<file path="config.mk">
export PLATFORM = sky130hd
export DESIGN_NAME = lsfa_knot_mem
export DESIGN_NICKNAME = d
export VERILOG_FILES = /design/src/lsfa_pkg.sv /design/src/lsfa_knot_mem.sv
export SDC_FILE = /design/constraint.sdc
export NUM_CORES = 1
export LEC_CHECK = 0
export BUFFER_PORTS_ARGS = -buffer_cell sky130_fd_sc_hd__buf_2
export CAP_MARGIN = 20
export CORE_MARGIN = 1
export CORE_UTILIZATION = 62
export CTS_CLUSTER_DIAMETER = 100
export DETAILED_ROUTE_END_ITERATION = 10
export GPL_ROUTABILITY_DRIVEN = 0
export PLACE_DENSITY = 0.83
export SYNTH_ARGS = -nofsm -noshare
export SYNTH_HDL_FRONTEND = slang
export SYNTH_SLANG_ARGS = --single-unit
</file>
<file path="constraint.sdc">
create_clock -name i_clk -period 3.1 [get_ports i_clk]
set_input_delay 0.155 -clock i_clk [delete_from_list [all_inputs] [get_ports i_clk]]
set_output_delay 0.155 -clock i_clk [all_outputs]
set_load 0.1 [all_outputs]
</file>
<file path="src/lsfa_pkg.sv">
// ---------------------------------------------------------------------------
// lsfa_pkg: shared types and constants for the spline fit accumulator
// Holds sizes, action and register codes, and the saturating add.
// ---------------------------------------------------------------------------
`default_nettype none

package lsfa_pkg;

    localparam int MAX_KNOTS  = 32;
    localparam int COORD_BITS = 12;
    localparam int IDX_W      = $clog2(MAX_KNOTS);
    localparam int SUM_W      = 56;
    localparam int CNT_W      = 20;
    localparam int HGT_W      = 24;
    localparam int WGT_W      = 17;                 // Q1.16, up to 1.0
    localparam int PRD_W      = 2 * WGT_W;          // widest increment
    localparam int DIV_W      = COORD_BITS + 16;    // offset * 2^16
    localparam int SP_W       = 12;
    localparam int TOL_W      = 20;
    localparam int CFG_W      = 20;
    localparam int CFG_A_W    = 3;
    localparam int DIFF_W     = 44;

    typedef logic [1:0] t_action;
    localparam t_action ACT_PIXEL = 2'd0;
    localparam t_action ACT_CLEAR = 2'd1;
    localparam t_action ACT_LOAD  = 2'd2;
    localparam t_action ACT_READ  = 2'd3;

    typedef logic [CFG_A_W-1:0] t_cfg_addr;
    localparam t_cfg_addr REG_SPACING  = 3'd0;
    localparam t_cfg_addr REG_SEGMENTS = 3'd1;
    localparam t_cfg_addr REG_TOL      = 3'd2;
    localparam t_cfg_addr REG_XBOUND   = 3'd3;
    localparam t_cfg_addr REG_YBOUND   = 3'd4;

    // one knot's sums as kept in the sum memory
    typedef struct packed {
        logic [SUM_W-1:0] diag;
        logic [SUM_W-1:0] offd;
        logic [SUM_W-1:0] rhs;
    } t_sums;

    function automatic logic [SUM_W-1:0] sat_add(input logic [SUM_W-1:0] a,
                                                 input logic [PRD_W-1:0] b);
        logic [SUM_W:0] s;
        s = {1'b0, a} + {{(SUM_W + 1 - PRD_W){1'b0}}, b};
        return s[SUM_W] ? {SUM_W{1'b1}} : s[SUM_W-1:0];
    endfunction

endpackage

`default_nettype wire

</file>
<file path="src/lsfa_knot_mem.sv">
// ---------------------------------------------------------------------------
// lsfa_knot_mem: knot height memory
// One write and one registered read port; unwritten entries read as zero.
// ---------------------------------------------------------------------------
`default_nettype none

module lsfa_knot_mem (
    input  wire logic                              i_clk,
    input  wire logic                              i_rst_n,
    input  wire logic                              i_we,
    input  wire logic [lsfa_pkg::IDX_W-1:0]        i_waddr,
    input  wire logic signed [lsfa_pkg::HGT_W-1:0] i_wdata,
    input  wire logic [lsfa_pkg::IDX_W-1:0]        i_raddr,
    output logic signed [lsfa_pkg::HGT_W-1:0]      o_rdata
);
    import lsfa_pkg::*;

    logic signed [HGT_W-1:0] mem [MAX_KNOTS];
    logic [MAX_KNOTS-1:0]    r_valid;
    logic signed [HGT_W-1:0] r_rdata;
    logic                    r_rvld;

    // storage
    always_ff @(posedge i_clk) begin
        if (i_we) mem[i_waddr] <= i_wdata;
        r_rdata <= mem[i_raddr];
    end

    // valid bits stand for the reset value of zero
    always_ff @(posedge i_clk) begin
        if (!i_rst_n) begin
            r_valid <= '0;
            r_rvld  <= 1'b0;
        end else begin
            if (i_we) r_valid[i_waddr] <= 1'b1;
            r_rvld <= r_valid[i_raddr];
        end
    end

    assign o_rdata = r_rvld ? r_rdata : '0;

endmodule

`default_nettype wire

</file>
==> summary.md <==
| Metric | Value |
|---|---|
| Clk pin slew, worst setup/hold paths | `70 ps` |
| H-tree Lvls | `3` |
| Sinks on Clock Net | `825` |
| Area grow syn2layout | `14.7%` |
| First-pass GRT wire length | `108000 um` |
| Crit path kind | `register to output port` |
| Share of cells above drive strength 1 | `36.8%` |
| Die ar. | `51000 um2` |
| Slew Viols, Final | `0` |
| Final instance area | `35600 um2` |
| Most common cell after layout, fill and taps aside | `edfxtp_1` |
| Mean Syn Cell Area | `24.3 um2` |
| CTS Buffer Depth | `3` |
| Hold WC Path Type | `input pin to register` |
| Peak supply drop | `0.000640 V` |
| Setup Viol. Count Final | `0` |
| Syn Nets | `1318` |
| Num CTS Buffers | `78` |
| DIE HEIGHT | `226 um` |
| Initial DRC count | `1980` |
| Die width | `226 um` |
| Startpoint types | `register` |
| Final min period | `2310 ps` |
| Initial antenna violation count | `4` |
| WL/cell | `35.1 um` |
| Fin crit share | `74.4%` |
| Total leakage power | `11.3 nW` |
| Placed cell count | `1995` |
| Max-cap violations | `0` |
| Worst-margin pin slew | `1010 ps` |
| Num rows | `81` |
| Sequential cell area | `24200 um2` |
| Layout Cells excl Fill | `2144` |
| Setup WS pre-CTS | `732 ps` |
| Worst Setup End Kind | `output port` |
| Setup Fix Bufs, Post-CTS | `0` |
| Global route overflow | `0` |
| Fmax | `0.434 GHz` |
| Worst-case hold slack | `41.3 ps` |
| Residual DRC | `0` |
| Core ar. | `49200 um2` |
| Port Buffer Count | `60` |
| Worst Skew | `15.8 ps` |
| Final WL | `75400 um` |
| Status | `complete, no violations` |
| All-Layer GR Usage | `31.1%` |
| Unrepaired setup endpoints after global routing | `no` |
| Final antenna-violating net count | `0` |
| Largest net degree at the start of global routing | `62` |
| # nets final | `1449` |
| Drt via density | `6.89` |
| Post-synthesis instance area | `31100 um2` |
| Pwr Density | `658 nW/um2` |
| Netlist cell types | `26` |
| Initial Util | `63.2%` |
| Crit Path Max Fanout | `17` |
| Yosys warnings | `0` |
| Worst-Skew Late Latency | `620 ps` |
| Commonest cells after routing, fill and taps aside | `768 x edfxtp_1, 246 x mux4_2, 81 x clkbuf_16` |
| Data arrival, critical path | `2150 ps` |
| Area of the multi-input gates | `6790 um2` |
| Final worst-path setup slack | `794 ps` |
| Seq cells post-synth | `825` |
| Fin. Hold Viols | `0` |
| I/O Pins | `61` |
| Via count | `14.8k` |
| TritonRoute pass-1 iters | `5` |
| CTS tree | `built` |
| Clock Root Buffer | `clkbuf_16` |
| Critical Path RT | `2940 ps` |
| Vias in the first global route | `15.4k` |
| Post-cts gate resize count | `0` |
| Post-CTS Hold Buffers | `1` |
| Post-DP Area | `33000 um2` |
| HPWL Detailed | `37900 um` |
| Post-synthesis cell count | `1281` |
| Setup_tns | `0 ps` |
| Fill count | `2625` |
| Max-Slew Margin vs Limit | `32.6%` |
| Share of the yosys chip area belonging to registers | `77.9%` |
## power by group
part           switching (mW)  internal (mW)
combinational           0.720          0.494
sequential             0.0845           12.3
clock                    4.06           5.74
total                    4.87           18.6
## cell type report
cell class | count | area share [%]
tap | 664 | 2.33
timing repair buffer | 117 | 3.20
multi-input combinational | 389 | 19.0
clock inverter | 41 | 1.22
antenna | 2 | 0.0140
sequential | 825 | 67.9
inverter | 1 | 0.0105
clock buffer | 105 | 6.25
## cells in the mapped netlist
library cell	count	area share (%)
edfxtp_1	768	74
mux4_2	246	18
dfxtp_1	57	3.7
clkbuf_1	37	0.45
nor2_1	36	0.43
o21a_1	32	0.77
mux2_2	26	0.94
and2_1	24	0.48
buf_2	17	0.27
buf_4	7	0.17
nand3b_1	5	0.12
mux2i_1	4	0.13
buf_1	3	0.036
or3b_2	3	0.085
buf_6	2	0.072
nand2_1	2	0.024
nand3_1	2	0.032
nor3b_1	2	0.048
a2111oi_0	1	0.028
and3_1	1	0.020
clkinv_1	1	0.012
nor2b_1	1	0.020
o2111a_1	1	0.036
o21ai_0	1	0.016
o41ai_1	1	0.028
or3_1	1	0.020
## layer usage
layer / vias to the layer above / wire length (um) / global-route usage (%)
li1: 5746 / - / -
met1: 7734 / 26800 / 40.9
met2: 1084 / 36800 / 49.2
met3: 213 / 8650 / 9.06
met4: 2 / 3170 / 13.1
met5: - / 13 / 0
## flip-flops by register name (all words and copies together) (netlist names)
| signal | count |
|---|---|
| mem | 768 |
| r_rvld | 1 |
| r_rdata | 24 |
| r_valid | 32 |
## metrics by stage
| stage | power [mW] | util [%] |
|---|---|---|
| finish | 23.4 | 72.5 |
| global route | 24.0 | 72.5 |
| CTS | 23.5 | 72.5 |
| detailed placement | 13.8 | 67.0 |
| global placement | 13.8 | 67.0 |
| floorplan | 13.4 | - |
## cell families (layout without fill, tap and decap cells)
family | count (synthesis) | in the layout | share of synthesized area, %
AND/OR/NAND/NOR | 77 | 77 | 1.29
other | 0 | 2 | 0
AO/OA/AOI/OAI | 36 | 36 | 0.882
buffers and inverters | 67 | 264 | 1.01
flip-flops | 825 | 825 | 77.9
multiplexers | 276 | 276 | 18.9
## final timing paths
kind	start	end	slack, ps	cells past startpoint
setup / recovery	r_rvld	o_rdata[2]	790	3
hold / removal	i_wdata[7]	mem[0][7]	40	1
setup reg to reg	mem[19][8]	r_rdata[8]	1260	3
hold reg to reg	r_valid[21]	r_valid[21]	470	1
## worst max-delay path: stages, from the launching register on
cell and delay, ps:
dfxtp_1 460, buf_4 300, and2_1 300, buf_2 480
Power figures use the tool's default switching activity.
