==> src/lsfa_pkg.sv <==
// ---------------------------------------------------------------------------
// lsfa_pkg: shared types and constants for the spline fit accumulator
// Holds sizes, action and register codes, and the saturating add.
// ---------------------------------------------------------------------------
`default_nettype none

package lsfa_pkg;

    localparam int MAX_KNOTS  = 32;
    localparam int COORD_BITS = 12;
    localparam int IDX_W      = $clog2(MAX_KNOTS);
    localparam int SUM_W      = 56;
    localparam int CNT_W      = 20;
    localparam int HGT_W      = 24;
    localparam int WGT_W      = 17;                 // Q1.16, up to 1.0
    localparam int PRD_W      = 2 * WGT_W;          // widest increment
    localparam int DIV_W      = COORD_BITS + 16;    // offset * 2^16
    localparam int SP_W       = 12;
    localparam int TOL_W      = 20;
    localparam int CFG_W      = 20;
    localparam int CFG_A_W    = 3;
    localparam int DIFF_W     = 44;

    typedef logic [1:0] t_action;
    localparam t_action ACT_PIXEL = 2'd0;
    localparam t_action ACT_CLEAR = 2'd1;
    localparam t_action ACT_LOAD  = 2'd2;
    localparam t_action ACT_READ  = 2'd3;

    typedef logic [CFG_A_W-1:0] t_cfg_addr;
    localparam t_cfg_addr REG_SPACING  = 3'd0;
    localparam t_cfg_addr REG_SEGMENTS = 3'd1;
    localparam t_cfg_addr REG_TOL      = 3'd2;
    localparam t_cfg_addr REG_XBOUND   = 3'd3;
    localparam t_cfg_addr REG_YBOUND   = 3'd4;

    // one knot's sums as kept in the sum memory
    typedef struct packed {
        logic [SUM_W-1:0] diag;
        logic [SUM_W-1:0] offd;
        logic [SUM_W-1:0] rhs;
    } t_sums;

    function automatic logic [SUM_W-1:0] sat_add(input logic [SUM_W-1:0] a,
                                                 input logic [PRD_W-1:0] b);
        logic [SUM_W:0] s;
        s = {1'b0, a} + {{(SUM_W + 1 - PRD_W){1'b0}}, b};
        return s[SUM_W] ? {SUM_W{1'b1}} : s[SUM_W-1:0];
    endfunction

endpackage

`default_nettype wire

==> src/lsfa_div.sv <==
// ---------------------------------------------------------------------------
// lsfa_div: restoring divider
// One quotient bit per cycle; done pulses with quotient and remainder.
// ---------------------------------------------------------------------------
`default_nettype none

module lsfa_div (
    input  wire logic                          i_clk,
    input  wire logic                          i_rst_n,
    input  wire logic                          i_start,
    input  wire logic [lsfa_pkg::DIV_W-1:0]    i_dividend,
    input  wire logic [lsfa_pkg::SP_W-1:0]     i_divisor,
    output logic                               o_busy,
    output logic                               o_done,
    output logic [lsfa_pkg::DIV_W-1:0]         o_quotient,
    output logic [lsfa_pkg::SP_W-1:0]          o_remainder
);
    import lsfa_pkg::*;

    localparam int CNT_BITS = $clog2(DIV_W + 1);

    logic [DIV_W-1:0]    r_quo;
    logic [SP_W-1:0]     r_rem;
    logic [SP_W-1:0]     r_den;
    logic [CNT_BITS-1:0] r_cnt;
    logic                r_run;
    logic                r_done;
    logic [SP_W:0]       rem_sh;
    logic                ge;

    // one restoring step
    assign rem_sh = {r_rem, r_quo[DIV_W-1]};
    assign ge     = rem_sh >= {1'b0, r_den};

    always_ff @(posedge i_clk) begin
        if (!i_rst_n) begin
            r_run  <= 1'b0;
            r_done <= 1'b0;
            r_cnt  <= '0;
        end else begin
            r_done <= 1'b0;
            if (i_start) begin
                r_run <= 1'b1;
                r_cnt <= CNT_BITS'(DIV_W);
                r_quo <= i_dividend;
                r_rem <= '0;
                r_den <= i_divisor;
            end else if (r_run) begin
                r_quo <= {r_quo[DIV_W-2:0], ge};
                r_rem <= ge ? SP_W'(rem_sh - {1'b0, r_den}) : rem_sh[SP_W-1:0];
                r_cnt <= r_cnt - 1'b1;
                if (r_cnt == CNT_BITS'(1)) begin
                    r_run  <= 1'b0;
                    r_done <= 1'b1;
                end
            end
        end
    end

    assign o_busy      = r_run;
    assign o_done      = r_done;
    assign o_quotient  = r_quo;
    assign o_remainder = r_rem;

endmodule

`default_nettype wire

==> config.mk <==
export PLATFORM = sky130hd
export DESIGN_NAME = lsfa_div
export DESIGN_NICKNAME = d
export VERILOG_FILES = /design/src/lsfa_pkg.sv /design/src/lsfa_div.sv
export SDC_FILE = /design/constraint.sdc
export NUM_CORES = 1
export LEC_CHECK = 0
export BUFFER_PORTS_ARGS = -buffer_cell sky130_fd_sc_hd__buf_2
export CORE_MARGIN = 1
export CORE_UTILIZATION = 30
export CTS_BUF_LIST = sky130_fd_sc_hd__clkbuf_4
export CTS_CLUSTER_DIAMETER = 30
export DETAILED_ROUTE_END_ITERATION = 10
export PLACE_DENSITY = 0.53
export REMOVE_ABC_BUFFERS = 1
export SYNTH_ARGS = -nofsm -noshare
export SYNTH_HDL_FRONTEND = slang
export SYNTH_SLANG_ARGS = --single-unit
==> constraint.sdc <==
create_clock -name i_clk -period 7.3 [get_ports i_clk]
set_input_delay 0.365 -clock i_clk [delete_from_list [all_inputs] [get_ports i_clk]]
set_output_delay 0.365 -clock i_clk [all_outputs]
set_load 0.005 [all_outputs]
==> flow_summary_export.csv, run 1 <==
group,metric,value,unit
outcome,status,"finished, final reports clean",
logic_synthesis,ys_seq_area_share,56.5,%
routing,antenna_left,0,
die,initial_core_util,30.8,%
hold_path,min_to,"r_den[11]",
final_layout,syn_to_final_growth,22.8,%
critical_path,worstSetupEndpointType,"register",
routing,wl,6080,um
die,die_h,102,um
power_and_ir_drop,leakage,1.53,nW
clock_tree,clock_latency,0.39,ns
sta,fin_crit_sh,39.4,%
die,core_area,9770,um2
critical_path,r2r-end,"o_remainder[9]",
placement,io_buffers,84,
clock_tree,clock_path_buffers,2,
logic_synthesis,synth_edf_count,52,
logic_synthesis,synthTopCellsByCount,"edfxtp_1 (52), mux2_2 (27), inv_1 (19)",
grt,grt_pass1_wl,9900,um
placement,gp_congestion,0.814,
placement,dp_hpwl,4170,um
hold_path,hp-class,"input pin to register",
final_layout,final-seq-area,1700,um2
final_layout,layout.nets,377,
critical_path,critPathKind,"register to register",
critical_path,worstPathMaxFanout,17,
grt,use_met2,20.0,%
clock_tree,htreeDepth,3,
routing,route.vias.total,2051,
power_and_ir_drop,p_per_area,223,nW/um2
grt,grt_pass1_vias,2029,
grt,antenna_found_initial,0,
clock_tree,cts_buffers,9,
clock_tree,tritoncts,"built",
clock_tree,cts_resized,0,
logic_synthesis,yosysWarnings,0,
final_layout,fillers,1017,
clock_tree,clkSlewWorstSetupHoldPaths,0.11,ns
sta,fin_skew,0.0146,ns
sta,finalHoldViolations,0,
grt,grt_max_degree,48,
routing,viasPerCell,4.49,
final_layout,multi_input_area,1210,um2
die,dieArea,10400,um2
power_and_ir_drop,ir_worst_vdd,0.0883,mV
final_layout,n_antenna_cell,0,
hold_path,hold_depth,1,
clock_tree,cts.sinks,59,
logic_synthesis,synthArstFlopShare,0,%
logic_synthesis,synthFlopType,"edfxtp_1",
clock_tree,post-cts-setup-buffer-count,0,
critical_path,reg2reg_from,"o_remainder[3]",
critical_path,crit_arrival,2.99,ns
logic_synthesis,synth_area_leaders,"edfxtp_1 (52%), mux2_2 (10%), ha_1 (5.8%), dfxtp_1 (4.7%), mux2i_1 (3.0%)",
logic_synthesis,syn-instance-count,230,
die,die_x,102,um
routing,first_pass_iters,4,
logic_synthesis,ys_seq_elements,59,
grt,busiest_layer,"met2",
grt,gr-usage-met3,4.38,%
logic_synthesis,syn-cell-area,3010,um2
critical_path,crit_required,7.41,ns
logic_synthesis,syn_avg_cell_area,13.1,um2
sta,max_freq,348,MHz
sta,fin_crit,2.88,ns
logic_synthesis,synthMostInstantiatedCell,"edfxtp_1",
critical_path,rrSetupSlack,4.42,ns
routing,wl_per_cell,13.3,um
die,io_pins,85,
sta,final-max-slew-violation-count,0,
die,num_rows,36,
logic_synthesis,synth_top_area_share,51.8,%
critical_path,r2r_cells,7,
logic_synthesis,synth_top_area_cell,"edfxtp_1",
routing,drt-initial-drc-count,67,
sta,worst_pin_slew,1.00,ns
critical_path,cp-start-kind,"register",
sta,rsz0062_at_grt,"no",
clock_tree,root_buffer,"clkbuf_4",
grt,grt_use_met1,15.5,%
sta,setup_viol,0,
sta,slew_headroom,33.3,%
sta,final.setup.tns,0,ns
logic_synthesis,synthDistinctLibCells,42,
routing,drc,0,
flow_run,maxCapViolCount,0,
grt,grt_usage,12.7,%
final_layout,fin_area,3700,um2
hold_path,hold_start,"i_divisor[11]",
grt,overflow,0,
final_layout,drive_gt1_share,40.1,%
placement,place_area,3570,um2
critical_path,crit_start,"o_remainder[3]",
clock_tree,hold_buffers,0,
power by group:
part / leakage [nW] / total [mW] / internal [mW] / switching [mW]
Sequential: 0.554 / 0.416 / 0.401 / 0.0151
Clock: 0.0734 / 0.230 / 0.109 / 0.121
Combinational: 0.902 / 0.181 / 0.0888 / 0.0922
Total: 1.53 / 0.826 / 0.598 / 0.228
state kept, by name, summed over array words and instances (netlist names):
name and cells:
o_remainder 12, r_cnt 5, o_quotient 28, o_busy 1
r_den 12, o_done 1
cells in the final DEF (no fill, tap or decap), types with 2 or more instances in the layout:
master and n:
buf_2 84, ha_1 14, nor4b_1 2, nand3_1 3
inv_1 19, a211oi_1 3, nor3b_1 2, xor2_1 3
edfxtp_1 52, a21oi_1 8, nor2b_1 4, xnor2_1 9
or3_1 2, clkbuf_4 11, a31oi_1 4, clkinv_1 3
a21o_1 2, nor3_1 4, nand2_1 8, mux2_2 27
dfxtp_1 7, o21a_1 5, nor2_1 18, mux2i_1 9
worst max path at each step:
| stage | end | slack (ns) | cells after the start |
|---|---|---|---|
| after CTS | o_remainder[9] | 4.40 | 7 |
| final | o_remainder[9] | 4.42 | 7 |
| after detailed placement | o_remainder[3] | 4.41 | 7 |
| after global placement | o_remainder[8] | 4.49 | 8 |
| after floorplan | o_remainder[11] | 4.73 | 8 |
| after global routing | o_remainder[4] | 4.24 | 8 |
critical path, stage by stage, from the launching register on:
cell	delay, ns
edfxtp_1	0.43
ha_1	0.41
a21oi_2	0.23
a31oi_1	0.16
or3_4	0.40
a41oi_4	0.63
mux2i_1	0.26
nor2_1	0.06
cells by family after synthesis:
kind of cell / synth area share, %
AOI/OAI and AO/OA: 8.80
adders and majority gates: 6.48
xor gates and xnor gates: 3.49
DFF: 56.5
muxes: 13.1
buffers and inverters: 3.36
and+or+nand+nor: 8.31
per-layer routing:
metal	wire (um)	part of all wire, %
met4	104	1.7
met5	0	0
met1	2710	45
met3	405	6.7
met2	2850	47
through the flow:
step	power, mW	util [%]	std cells	worst slack, ns	hold slack [ns]
final	0.826	37.9	457	4.42	0.139
after global routing	0.880	37.9	457	4.24	0.0918
after CTS	0.840	37.9	457	4.40	0.105
after detailed placement	0.607	36.5	441	4.41	0.497
after global placement	0.605	36.5	441	4.49	0.485
after floorplan	0.548	-	224	4.73	0.464
layout make-up:
class / instances / area share, %
Sequential cell: 59 / 46.0
Multi-Input combinational cell: 146 / 32.7
Timing Repair Buffer: 84 / 11.4
Tap cell: 133 / 4.50
Clock buffer: 11 / 2.23
Inverter: 19 / 1.93
Clock inverter: 5 / 1.25
Note: power is estimated with default switching activity, not from simulation.
==> inputs of run 2 (changes only) <==
==> constraint.sdc (replaced) <==
create_clock -name i_clk -period 2.7 [get_ports i_clk]
set_input_delay 0.135 -clock i_clk [delete_from_list [all_inputs] [get_ports i_clk]]
set_output_delay 0.135 -clock i_clk [all_outputs]
set_load 0.005 [all_outputs]
==> run 2 against run 1 <==
Total power grew to 3.0 times the previous value. Largest power group unchanged. Critical path depth grew 1. Routed wire length grew 6.9%. Worst hold slack lost 0.058 ns. Register-to-register slack lost 4.3 ns. Clock-buffer cell count is the same.
==> flow_summary_export.csv, run 2 (synthesized netlist as in run 1, its figures left out) <==
group,metric,value,unit
outcome,status,"finished, final reports clean",
grt,antenna_found_initial,0,
power_and_ir_drop,leakage,1.75,nW
power_and_ir_drop,ir_worst_vdd,0.230,mV
power_and_ir_drop,swShare,25.8,%
critical_path,worstSetupEndpointType,"register",
die,dieArea,10400,um2
power_and_ir_drop,p_per_area,595,nW/um2
die,core_area,9770,um2
critical_path,worstPathMaxFanout,9,
grt,grt_pass1_wl,10500,um
clock_tree,cts_buffers,9,
routing,first_pass_iters,4,
final_layout,largest_reg_flops,28,
routing,drc,0,
die,initial_core_util,30.8,%
sta,worst_pin_slew,0.564,ns
die,io_pins,85,
placement,dp_hpwl,4270,um
flow_run,maxCapViolCount,0,
power_and_ir_drop,cellInternalPower,1.86,mW
routing,wl_per_cell,12.9,um
sta,final.setup.tns,0,ns
critical_path,cp-start-kind,"register",
routing,viasPerCell,4.49,
placement,io_buffers,84,
clock_tree,htreeDepth,3,
final_layout,fillers,953,
routing,route.vias.total,2264,
placement,dp_worst_setup_slack,0.115,ns
placement,place_area,3620,um2
critical_path,worst_path_largest_cell_delay,0.43,ns
grt,grt_max_degree,46,
final_layout,multi_input_area,1220,um2
critical_path,worstPathCellList,"ha_1 -> a21oi_4 -> a31oi_1 -> or3_4 -> a41oi_4 -> buf_4 -> mux2i_1 -> nor2_1",
clock_tree,root_buffer,"clkbuf_4",
sta,fin_crit,2.59,ns
final_layout,layout.nets,424,
sta,max_freq,386,MHz
critical_path,crit_buf_inv,1,
power_and_ir_drop,p_comb_share,22.3,%
die,die_x,102,um
critical_path,crit_required,2.84,ns
final_layout,layout_common_cells,"buf_2 (84), edfxtp_1 (52), dlygate4sd3_1 (41)",
sta,fin_skew,0.00938,ns
critical_path,critPathKind,"register to register",
routing,drt-initial-drc-count,47,
sta,fin_crit_sh,95.8,%
clock_tree,clkSlewWorstSetupHoldPaths,0.10,ns
sta,finalHoldViolations,0,
sta,rsz0062_at_grt,"yes",
sta,slew_headroom,62.4,%
routing,wl,6490,um
final_layout,fin_area,4220,um2
critical_path,critPathTopFamily,"compound AO/OA/AOI/OAI gates",
final_layout,n_antenna_cell,0,
die,num_rows,36,
critical_path,cp_slowest_cell,"ha_1",
hold_path,hp-class,"input pin to register",
clock_tree,cts.sinks,59,
sta,fin_ws,0.112,ns
clock_tree,tritoncts,"built",
power_and_ir_drop,power,2.51,mW
sta,final-max-slew-violation-count,0,
final_layout,final-seq-area,1700,um2
clock_tree,clock_path_buffers,2,
power_and_ir_drop,power_frac_seq,44.7,%
clock_tree,clock_latency,0.41,ns
grt,grt_usage,13.5,%
grt,overflow,0,
critical_path,crit_arrival,2.73,ns
sta,setup_viol,0,
power_and_ir_drop,netSwitchingPower,647,uW
die,die_h,102,um
power_and_ir_drop,pwr-share-clk,33.0,%
placement,gp_congestion,0.815,
grt,grt_pass1_vias,2210,
routing,antenna_left,0,
clock_tree,post-cts-setup-buffer-count,0,
final_layout,syn_to_final_growth,40.0,%
final_layout,final_common_cell,"buf_2",
final_layout,drive_gt1_share,37.2,%
[run 2: cell types whose count changed in the layout (fill, tap and decap cells not counted)]
cell	previous run	this run
dlygate4sd3_1	0	41
buf_4	0	6
bufinv_16	1	3
clkinv_1	3	1
a21oi_2	1	0
a21oi_4	0	1
clkinv_2	1	0
clkinvlp_4	0	1
[run 2: what timing repair did]
action,in CTS,in global routing
hold endpoints to repair,43,0
hold buffers,41,0
gates resized for setup,0,1
endpoints found under the setup margin,0,8
[run 2: metrics by stage]
stage | utilization [%] | cells | hold WS (ns)
after floorplan | - | 224 | 0.234
after global placement | 37.0 | 447 | 0.314
after detailed placement | 37.0 | 447 | 0.313
after CTS | 43.1 | 504 | 0.0488
after global routing | 43.2 | 504 | 0.102
final | 43.2 | 504 | 0.0803
[run 2: area by class of cell]
type,count,share of cell area (%)
multi-input combinational,146,28.9
clock buffer,11,1.96
inverter,19,1.69
sequential,59,40.3
clock inverter,5,2.40
tap,133,3.95
timing repair buffer,131,20.8
[run 2: worst min-delay path: stages]
cell     delay (ns)
buf_2          0.07
inv_1          0.03
mux2i_1        0.12
[run 2: power by group through the flow]
stage	clock network (mW)	logic (mW)	registers (mW)
global placement	0	0.506	1.14
finish	0.827	0.559	1.12
floorplan	0	0.339	1.14
global route	0.888	0.625	1.13
detailed placement	0	0.513	1.14
CTS	0.863	0.561	1.12
[run 2: path summary, 6_finish.rpt]
kind | slack (ns) | depth (start not counted) | start | endpoint
setup reg to reg | 0.11 | 8 | o_remainder[3] | o_remainder[6]
hold / removal | 0.08 | 3 | i_dividend[0] | o_quotient[0]
setup / recovery | 0.11 | 8 | o_remainder[3] | o_remainder[6]
hold reg to reg | 0.51 | 2 | r_cnt[1] | r_cnt[1]
[run 2: layer usage]
metal	track usage [%]	routed length, um
met1	16.3	2860
met5	0	0
met2	22.1	3180
met3	3.83	332
met4	6.92	117
